$ cat src/bba_pkg.sv
// ----------------------------------------------------------------------------
// Block bitmap allocator package
// Shared constants, codes, state type and controller/datapath interface types.
// ----------------------------------------------------------------------------
package bba_pkg;

  localparam int DEF_MAX_BLOCKS      = 4096;
  localparam int DEF_MAP_WORD_BITS   = 32;
  localparam int DEF_MAP_BLOCK_BYTES = 512;
  localparam int MAP_HEADER_BYTES    = 4;

  localparam int OP_W     = 2;
  localparam int NUM_W    = 12;
  localparam int TOTAL_W  = 13;
  localparam int COUNT_W  = 13;
  localparam int STATUS_W = 2;

  localparam logic [TOTAL_W-1:0] TOTAL_RESET = 13'd4096;

  typedef enum logic [OP_W-1:0] {
    OP_ALLOC  = 2'd0,
    OP_FREE   = 2'd1,
    OP_FORMAT = 2'd2,
    OP_NOP    = 2'd3
  } op_t;

  typedef enum logic [STATUS_W-1:0] {
    STS_OK      = 2'd0,
    STS_NO_FREE = 2'd1,
    STS_RANGE   = 2'd2
  } status_t;

  typedef enum logic [3:0] {
    ST_INIT,
    ST_IDLE,
    ST_ALLOC,
    ST_FREE_SEEK,
    ST_FREE_CHK,
    ST_FMT_PREP,
    ST_FMT_WR,
    ST_DONE
  } state_t;

  typedef struct packed {
    logic accept;
    logic step;
    logic grant;
    logic nofree;
    logic range_err;
    logic seek_capture;
    logic free_bit;
    logic prep_step;
    logic fill_init;
    logic fill_fmt;
    logic fmt_done;
    logic load;
  } cmd_t;

  typedef struct packed {
    logic issue_ok;
    logic chk_valid;
    logic hit;
    logic in_range;
    logic seek_hit;
    logic prep_done;
    logic last_word;
    logic out_free;
  } stat_t;

endpackage

$ cat src/bba_ctrl.sv
// ----------------------------------------------------------------------------
// Block bitmap allocator controller
// Sequences the initial fill pass, allocate scan, free, format and result hand-off.
// ----------------------------------------------------------------------------
module bba_ctrl (
  input  logic                     clk,
  input  logic                     rst,
  input  logic                     in_valid,
  input  logic [bba_pkg::OP_W-1:0] op,
  output logic                     in_stall,
  input  bba_pkg::stat_t           stat,
  output bba_pkg::cmd_t            cmd
);
  import bba_pkg::*;

  state_t state;
  state_t state_next;

  always_ff @(posedge clk) begin
    if (rst) begin
      state <= ST_INIT;
    end else begin
      state <= state_next;
    end
  end

  always_comb begin
    state_next = state;
    case (state)
      ST_INIT: begin
        if (stat.last_word) state_next = ST_IDLE;
      end
      ST_IDLE: begin
        if (in_valid) begin
          case (op_t'(op))
            OP_ALLOC:  state_next = ST_ALLOC;
            OP_FREE:   state_next = ST_FREE_SEEK;
            OP_FORMAT: state_next = ST_FMT_PREP;
            default:   state_next = ST_DONE;
          endcase
        end
      end
      ST_ALLOC: begin
        if (stat.chk_valid && stat.hit) begin
          state_next = ST_DONE;
        end else if (!stat.chk_valid && !stat.issue_ok) begin
          state_next = ST_DONE;
        end
      end
      ST_FREE_SEEK: begin
        if (!stat.in_range) begin
          state_next = ST_DONE;
        end else if (stat.seek_hit) begin
          state_next = ST_FREE_CHK;
        end
      end
      ST_FREE_CHK: state_next = ST_DONE;
      ST_FMT_PREP: begin
        if (stat.prep_done) state_next = ST_FMT_WR;
      end
      ST_FMT_WR: begin
        if (stat.last_word) state_next = ST_DONE;
      end
      ST_DONE: begin
        if (stat.out_free) state_next = ST_IDLE;
      end
      default: state_next = ST_INIT;
    endcase
  end

  always_comb begin
    cmd      = '0;
    in_stall = 1'b1;
    case (state)
      ST_INIT: begin
        cmd.fill_init = 1'b1;
        cmd.step      = 1'b1;
      end
      ST_IDLE: begin
        in_stall   = 1'b0;
        cmd.accept = in_valid;
      end
      ST_ALLOC: begin
        cmd.grant  = stat.chk_valid && stat.hit;
        cmd.nofree = !stat.chk_valid && !stat.issue_ok;
        cmd.step   = stat.issue_ok && !(stat.chk_valid && stat.hit);
      end
      ST_FREE_SEEK: begin
        cmd.range_err    = !stat.in_range;
        cmd.seek_capture = stat.in_range && stat.seek_hit;
        cmd.step         = stat.in_range && !stat.seek_hit;
      end
      ST_FREE_CHK: begin
        cmd.free_bit = 1'b1;
      end
      ST_FMT_PREP: begin
        cmd.prep_step = !stat.prep_done;
      end
      ST_FMT_WR: begin
        cmd.fill_fmt = 1'b1;
        cmd.step     = 1'b1;
        cmd.fmt_done = stat.last_word;
      end
      ST_DONE: begin
        cmd.load = stat.out_free;
      end
      default: begin
        cmd = '0;
      end
    endcase
  end

`ifndef SYNTHESIS
  a_one_writer: assert property (@(posedge clk) disable iff (rst)
    $onehot0({cmd.fill_init, cmd.fill_fmt, cmd.grant, cmd.free_bit}))
    else $error("More than one map write source is active.");

  a_load_free: assert property (@(posedge clk) disable iff (rst)
    cmd.load |-> stat.out_free)
    else $error("A result was loaded over one that is still waiting.");

  a_grant_ends: assert property (@(posedge clk) disable iff (rst)
    cmd.grant |=> (state == ST_DONE) && !stat.chk_valid)
    else $error("The allocate scan kept running after a grant.");

  a_stall_busy: assert property (@(posedge clk) disable iff (rst)
    (state != ST_IDLE) |-> in_stall)
    else $error("Input was open while an operation was in progress.");
`endif

endmodule

$ cat config.mk
export PLATFORM = sky130hd
export DESIGN_NAME = bba_ctrl
export DESIGN_NICKNAME = d
export VERILOG_FILES = /design/src/bba_pkg.sv /design/src/bba_ctrl.sv
export SDC_FILE = /design/constraint.sdc
export NUM_CORES = 1
export LEC_CHECK = 0
export BUFFER_PORTS_ARGS = -buffer_cell sky130_fd_sc_hd__buf_4
export CAP_MARGIN = 20
export CORE_AREA = 2 2 39 41
export CTS_CLUSTER_SIZE = 10
export DETAILED_ROUTE_END_ITERATION = 10
export DIE_AREA = 0 0 41 43
export GPL_TIMING_DRIVEN = 1
export HOLD_SLACK_MARGIN = 0.06
export PLACE_DENSITY = 0.66
export SLEW_MARGIN = 20
export SYNTH_ARGS = -nofsm -noshare
export SYNTH_HDL_FRONTEND = slang
export SYNTH_SLANG_ARGS = --single-unit
$ cat constraint.sdc
create_clock -name clk -period 3.3 [get_ports clk]
set_input_delay 0.495 -clock clk [delete_from_list [all_inputs] [get_ports clk]]
set_output_delay 0.495 -clock clk [all_outputs]
set_load 0.05 [all_outputs]
### After elaboration in Yosys (flattened, before gate mapping)

Index checks and enable logic that the tools add are counted.

| storage, ports and cells | value |
|---|---|
| flip-flop bits (word level) | 4 |
| output and inout bits | 13 |
| input bits | 13 |

| operators by class | value |
|---|---|
| reductions and logical operators | 15 |
| equal/unequal tests | 16 |
| multiplexer cells | 21 |

Operator list:

| operator | count |
|---|---|
| 4-bit two-way mux | 9 |
| 4-bit case mux with 8 select lines | 1 |
| 4-bit by 3-bit == test with 1-bit output (second input constant) | 4 |
| 2-bit != test (second input constant) | 5 |
| 3-bit case mux with 3 select lines | 1 |
| 4-bit by 2-bit == test with 1-bit output (second input constant) | 2 |
| 7-bit AND reduction | 1 |
| 1-bit zero test | 6 |
| 1-bit two-way mux | 6 |
| 2-bit two-way mux | 3 |
| 3-bit != test (second input constant) | 2 |
| 1-bit logical AND | 5 |
| 4-bit by 1-bit == test with 1-bit output (second input constant) | 1 |
| 4-bit zero test | 1 |
| 1-bit case mux with 3 select lines | 1 |
| 2-bit by 1-bit == test with 1-bit output (second input constant) | 1 |
| 2-bit == test (second input constant) | 1 |
| 2-bit zero test | 1 |
| 2-bit OR reduction | 1 |

### Depth between registers and ports, before layout

Gate-level depths: netlist of run 1.

| logic depth | value |
|---|---|
| depth in word-level cells | 5 |
| depth in mapped cells | 5 |
| mapped depth without buffers | 5 |

### Least setup slack after synthesis of run 1

No wires, ideal clock.

| path | value |
|---|---|
| path kind | register to output |
| start point | register state[2] |
| end point | output cmd[4] (netlist bit) |
| stages on the path, launching flop included | 3 |
| required time | 2.805 ns |
| arrival | 2.114 ns |
| setup slack | 0.691 ns |
| path through | dfxtp_1 buf_2 nor4bb_1 |

RTL lines:

| what | RTL line | source |
|---|---|---|
| start: declaration | bba_ctrl.sv:16 | `state_t state;` |
| start signal: assignment | bba_ctrl.sv:23 | `state <= state_next;` |
| end: declaration | bba_ctrl.sv:12 | `output bba_pkg::cmd_t cmd` |

==> results of run 1 <==
==> layout make-up <==
cell class / instances / share of cell area (%)
Clock buffer: 4 / 4.268
Inverter: 4 / 2.439
Multi-Input combinational cell: 45 / 49.80
Sequential cell: 3 / 9.756
Tap cell: 16 / 3.252
Timing Repair Buffer: 25 / 30.49
==> placed cells by master, fill, tap and decap left out, types with 2 or more instances in the layout <==
master / n
nor3_1: 6
buf_4: 25
nor2_1: 8
clkbuf_4: 3
nand2_1: 6
nand2b_1: 2
inv_1: 4
dfxtp_1: 3
==> how the worst max path moves through the flow <==
stage / slack (ns) / cells past startpoint / endpoint / from
global placement: 1.32 / 4 / cmd[10] / state[0]$_SDFFE_PP0P_
CTS: 1.03 / 4 / cmd[10] / state[0]$_SDFFE_PP0P_
detailed placement: 1.28 / 4 / cmd[10] / state[0]$_SDFFE_PP0P_
floorplan: 0.69 / 2 / cmd[4] / state[2]$_SDFFE_PP0P_
global route: 0.86 / 4 / cmd[10] / state[0]$_SDFFE_PP0P_
finish: 1.02 / 4 / cmd[10] / state[0]$_SDFFE_PP0P_
==> report_power, final <==
group	leakage, µW	internal [µW]	switching (µW)
Sequential	0.0000249	50.3	46.8
Clock	0.0000150	45.2	18.0
Combinational	0.000262	138	205
Total	0.000302	233	270
==> metrics by stage <==
step	total power [µW]	hold WS [ns]	cell area, µm²
5_1_grt	544.0	0.4800	615.6
3_5_place_dp	441.8	0.7057	589.3
3_3_place_gp	439.8	0.7027	589.3
4_1_cts	508.9	0.4592	615.6
2_1_floorplan	358.7	0.5743	396.6
6_report	503.5	0.4709	615.6
==> routing by layer <==
| metal | global-route usage (%) | wire [µm] | vias to the layer above |
|---|---|---|---|
| met2 | 17.50 | 436 | 17 |
| met3 | 6.283 | 98 | 0 |
| li1 | - | - | 248 |
| met4 | 2.000 | 0 | 0 |
| met5 | 0 | 0 | - |
| met1 | 18.59 | 455 | 217 |
==> cell families after synthesis <==
family | synth area share [%]
AND/OR/NAND/NOR | 46.38
AO/OA/AOI/OAI | 21.77
buffers and inverters | 7.569
multiplexers | 9.147
flip-flops | 15.14
==> worst register-to-register path: stages, from the launching register on <==
cell and delay, ns:
dfxtp_1 0.58, nand2_1 0.22, or3_4 0.43, nand3_2 0.09
mux2_4 0.29
==> results by group, run 1 <==
Status
  • Status: finished, final reports clean

CTS
  • Setup bufs post-CTS: 0
  • Clock Latency Late Sink: 0.23 ns
  • CTS Root Cell: clkbuf_4
  • Reg clk slew, reported paths: 0.04 ns
  • Clock sinks: 3
  • CTS Hold Bufs: 0
  • Max Root-Sink Buffers: 2
  • CTS tree: yes
  • # H-tree levels: 1
  • Post-cts resize count: 0
  • CTS Buf Count: 3

Logic synthesis
  • Largest area contributor in the netlist: dfxtp_1
  • Synth Flop Type: dfxtp_1
  • Post-Syn Nets: 68
  • Synth Register Bits: 3
  • Synth warnings: 0
  • Post-synth EDFFs: 0
  • Post-Syn Area per Cell: 7.211 µm²
  • Count leader, synth: nor2_1
  • Cells taking the most area after synthesis: dfxtp_1 15%, nor3_1 7.6%, nor2_1 7.6%
  • Post-synthesis cell count: 55
  • Post-Syn Area: 396.6 µm²
  • Netlist cell types: 30
  • Commonest cells post-synth: 8 x nor2_1, 6 x nand2_1, 6 x nor3_1, 4 x inv_1
  • Sequential area share after synthesis: 15.14%
  • Post-synth top area share: 15.14%
  • Ys async rst share: 0%

GRT
  • GRT overflow: 0
  • Vias in the first global route: 389
  • Initial antenna violation count: 0
  • Largest net degree at the start of global routing: 16
  • Overall Global Routing Usage: 12.94%
  • First-pass GRT wire length: 1580 µm

STA
  • RSZ-0062 raised after global routing: false
  • Post-route minimum period: 2.279 ns
  • Worst-margin pin slew: 0.4390 ns
  • Final Skew: 0.0005558 ns
  • Final setup margin: 1.021 ns
  • # setup viols final: 0
  • Setup_tns: 0 ns
  • Fmax: 0.4388 GHz
  • Hold Violations, Final: 0
  • Fin crit share: 69.05%
  • Relative slew margins: 70.69%
  • Count of pins over their slew limit: 0

Worst setup path
  • R2R Setup Slk: 1.57 ns
  • Reg2Reg Depth: 4
  • Worst path bufs/invs: 1
  • CP arrival: 1.78 ns
  • Worst path slowest cell: dfxtp_1
  • Startpoint types: flip-flop
  • CP top delay family: simple AND/OR/NAND/NOR gates
  • Crit Path Class: reg2out
  • Worst Path Required: 2.80 ns
  • CP max FO: 15
  • Crit. End Element: output pin
  • Reg2reg start: state[0]$_SDFFE_PP0P_
  • Critical path, cell by cell: nand2_1, or3_4, o31ai_1, buf_4
  • Max incr delay on CP: 0.58 ns
  • Worst R2R End: state[1]$_SDFFE_PP0P_

Die
  • Initial core utilization: 28.66%
  • Top Ports: 26
  • Row Count: 14
  • Die Area: 1763 µm²
  • Core Footprint: 1384 µm²
  • Die Span Y: 43 µm
  • Die span in x: 41 µm

Cells and area
  • Register Area: 60.06 µm²
  • Filler cell count: 147
  • Final core occ: 44.48%
  • Top reg by flops: state
  • Largest registers: state: 3 flops
  • Area of the multi-input gates: 306.5 µm²
  • Layout cell share with drive strength beyond 1: 43.21%
  • Layout Nets: 95
  • P&R area growth vs syn: 55.21%
  • Fin cells: 97
  • Antenna cells: 0
  • Largest register FFs: 3

Placed design
  • Pre-CTS WS: 1.280 ns
  • Placed insts: 93
  • GP Congestion: 0.7717
  • IO buf count: 25
  • HPWL Detailed: 792.2 µm

Routing
  • Routed WL: 990 µm
  • Post-route DRC: 0
  • Drt wl/cell: 10.21 µm
  • Initial detailed-routing violation count: 1
  • Total number of vias: 482
  • Via-per-instance ratio: 4.969
  • DR pass1 iterations: 3
  • Antenna-violating nets left: 0

Worst hold path
  • Worst Hold Launch: rst
  • WHS Endpoint: state[2]$_SDFFE_PP0P_
  • Min-Delay Path Class: in2reg
  • WHS Path Cells: 2

Power
  • PwrDens: 818.0 nW/µm²
  • Leakage Power: 0.0003017 µW
  • VDD IR max: 0.3568 mV

Flow run
  • Max-cap viol count: 0
No activity file was read; power rests on OpenSTA's default activity.
==> inputs of run 2 (changes only) <==
--- a/config.mk
+++ b/config.mk
@@ -5,15 +5,15 @@
 export SDC_FILE = /design/constraint.sdc
 export NUM_CORES = 1
 export LEC_CHECK = 0
+export ABC_AREA = 1
 export BUFFER_PORTS_ARGS = -buffer_cell sky130_fd_sc_hd__buf_4
 export CAP_MARGIN = 20
-export CORE_AREA = 2 2 39 41
+export CORE_UTILIZATION = 35
 export CTS_CLUSTER_SIZE = 10
 export DETAILED_ROUTE_END_ITERATION = 10
-export DIE_AREA = 0 0 41 43
 export GPL_TIMING_DRIVEN = 1
 export HOLD_SLACK_MARGIN = 0.06
-export PLACE_DENSITY = 0.66
+export PLACE_DENSITY = 0.73
 export SLEW_MARGIN = 20
 export SYNTH_ARGS = -nofsm -noshare
 export SYNTH_HDL_FRONTEND = slang
==> constraint.sdc (replaced) <==
create_clock -name clk -period 2.06 [get_ports clk]
set_input_delay 0.309 -clock clk [delete_from_list [all_inputs] [get_ports clk]]
set_output_delay 0.309 -clock clk [all_outputs]
set_load 0.05 [all_outputs]
==> run 2 against run 1 <==
Clock power is 56% higher. Worst setup slack worse by 0.72 ns. Worst hold slack worse by 0.14 ns. Clock-buffer cell count stayed put. Synthesized area is 26% higher. Sequential share of layout area is 1.3 points lower.
==> results by group, run 2 <==
Status
  • Status: finished, final reports clean

STA
  • Fin crit share: 85.51%
  • # setup viols final: 0
  • Post-route minimum period: 1.762 ns
  • Count of pins over their slew limit: 0
  • RSZ-0062 raised after global routing: false
  • Hold Violations, Final: 0
  • Final Skew: 0.002045 ns
  • Setup_tns: 0 ns
  • Relative slew margins: 64.43%
  • Worst-margin pin slew: 0.5328 ns
  • Min Hold Slack: 0.3332 ns
  • Fmax: 0.5677 GHz

Placed design
  • IO buf count: 25
  • DP Area: 680.7 µm²
  • Placed insts: 118
  • GP Congestion: 0.8301
  • HPWL Detailed: 914.2 µm

Logic synthesis
  • Post-synth top area share: 12.00%
  • Post-synth EDFFs: 0
  • Netlist cell types: 23
  • Cells taking the most area after synthesis: dfxtp_1 12%, inv_1 11%, nand2_2 10%
  • Post-Syn Area per Cell: 6.256 µm²
  • Post-Syn Area: 500.5 µm²
  • Commonest cells post-synth: 15 x inv_1, 11 x nor2_1, 10 x nand2_1, 8 x nand2_2, 4 x nand3_1
  • Post-Syn Nets: 93
  • Synth Register Bits: 3
  • Synth warnings: 0
  • Largest area contributor in the netlist: dfxtp_1
  • Ys async rst share: 0%
  • Synth Flop Type: dfxtp_1
  • Post-synthesis cell count: 80
  • Sequential area share after synthesis: 12.00%
  • Count leader, synth: inv_1

Cells and area
  • Top reg by flops: state
  • Most common cell after layout, fill and taps aside: buf_4
  • Antenna cells: 0
  • Largest register FFs: 3
  • P&R area growth vs syn: 41.25%
  • Most frequent cells in the layout: 26 x buf_4, 15 x inv_1, 11 x nor2_1, 10 x nand2_1, 8 x nand2_2
  • Post-route cell area: 706.9 µm²
  • Layout Nets: 121
  • Layout cell share with drive strength beyond 1: 48.60%
  • Fin cells: 122
  • Largest registers: state: 3 flops

Worst setup path
  • Startpoint types: flip-flop
  • Worst path bufs/invs: 2
  • Critical path, cell by cell: nand2_1, nor2_1, inv_1, nor2_1, buf_4
  • Crit. End Element: output pin
  • CP max FO: 9
  • CP arrival: 1.45 ns
  • Worst path slowest cell: dfxtp_1
  • CP top delay family: flip-flops
  • Crit Path Class: reg2out
  • Max incr delay on CP: 0.60 ns
  • Worst Path Required: 1.75 ns
  • Most common cell on crit path: nor2_1

CTS
  • Max Root-Sink Buffers: 2
  • Clock sinks: 3
  • CTS Hold Bufs: 0
  • CTS Root Cell: clkbuf_4
  • CTS tree: yes
  • # H-tree levels: 1
  • Setup bufs post-CTS: 0
  • Reg clk slew, reported paths: 0.03 ns
  • Post-cts resize count: 0
  • Clock Latency Late Sink: 0.22 ns
  • CTS Buf Count: 3

Routing
  • Initial detailed-routing violation count: 3
  • DR pass1 iterations: 5
  • Total number of vias: 544
  • Drt wl/cell: 8.984 µm
  • Antenna-violating nets left: 0
  • Via-per-instance ratio: 4.459
  • Routed WL: 1096 µm
  • Post-route DRC: 0

GRT
  • Overall Global Routing Usage: 16.96%
  • GRT overflow: 0
  • Largest net degree at the start of global routing: 12
  • First-pass GRT wire length: 1897 µm
  • Initial antenna violation count: 0
  • Vias in the first global route: 497

Die
  • Die Span Y: 39.82 µm
  • Initial core utilization: 37.99%
  • Row Count: 13
  • Die span in x: 39.82 µm
  • Die Area: 1585 µm²
  • Core Footprint: 1318 µm²
  • Top Ports: 26

Power
  • Leakage Power: 0.0004196 µW
  • Clock share of power: 9.8%
  • Sw Share: 60.19%
  • Power, Total: 1014 µW
  • Sw Pwr: 610.0 µW
  • Int Pwr: 403.5 µW
  • PwrDens: 1434 nW/µm²
  • Seq pwr share: 15.1%
  • VDD IR max: 0.8459 mV
  • Comb pwr share: 75.2%

Flow run
  • Max-cap viol count: 0

Worst hold path
  • Min-Delay Path Class: in2reg
run 2: cell count changes in the layout (fill, tap and decap cells not counted), sizes merged, moves of 4 or more:
cell	delta
inv	+14
nand2	+12
nor2	+8
nand3	+6
o21ai	+4
run 2: cells by family after synthesis:
| logic type | share of synthesized area (%) |
|---|---|
| and+or+nand+nor | 57.75 |
| buffers and inverters | 21.75 |
| AOI/OAI and AO/OA | 8.500 |
| DFF | 12.00 |
run 2: layout make-up:
class                   instances  area (µm²)
fillers                       145       610.6
repair buffers                 26       195.2
clock buffers                   4       26.28
multi-input cells              56       331.6
inverters                      18       75.07
well taps                      15       18.77
flip-flops and latches          3       60.06
run 2: tightest hold or removal path, cell delays in order:
cell and delay [ns]:
buf_4 0.09, nor2_1 0.04, o21ai_2 0.04, inv_1 0.03
run 2: path summary, 6_finish.rpt:
check | slack [ns] | startpoint | cells past startpoint | end
hold reg to reg | 0.68 | state[1]$_SDFFE_PP0P_ | 3 | state[1]$_SDFFE_PP0P_
setup reg to reg | 0.63 | state[2]$_SDFFE_PP0P_ | 7 | state[1]$_SDFFE_PP0P_
setup / recovery | 0.30 | state[0]$_SDFFE_PP0P_ | 5 | cmd[11]
hold / removal | 0.33 | rst | 4 | state[0]$_SDFFE_PP0P_
run 2: through the flow:
step,worst slack [ns],util [%]
after global placement,0.5348,51.66
after global routing,0.1911,53.66
after detailed placement,0.5204,51.66
after floorplan,0.01735,-
final,0.2984,53.66
after CTS,0.2824,53.66
run 2: power by group through the flow:
stage	Clock [µW]	Combinational, µW	Sequential, µW
floorplan	0	686	94.2
global placement	0	753	154
detailed placement	0	762	155
CTS	102	764	154
global route	113	828	157
finish	98.9	762	153
run 2: layer usage:
metal,vias to the layer above,part of all wire (%),global-route usage (%)
li1,299,-,-
met1,220,45,19.73
met2,25,46,32.38
met3,0,8.7,3.977
met4,0,0,0
met5,-,0,0
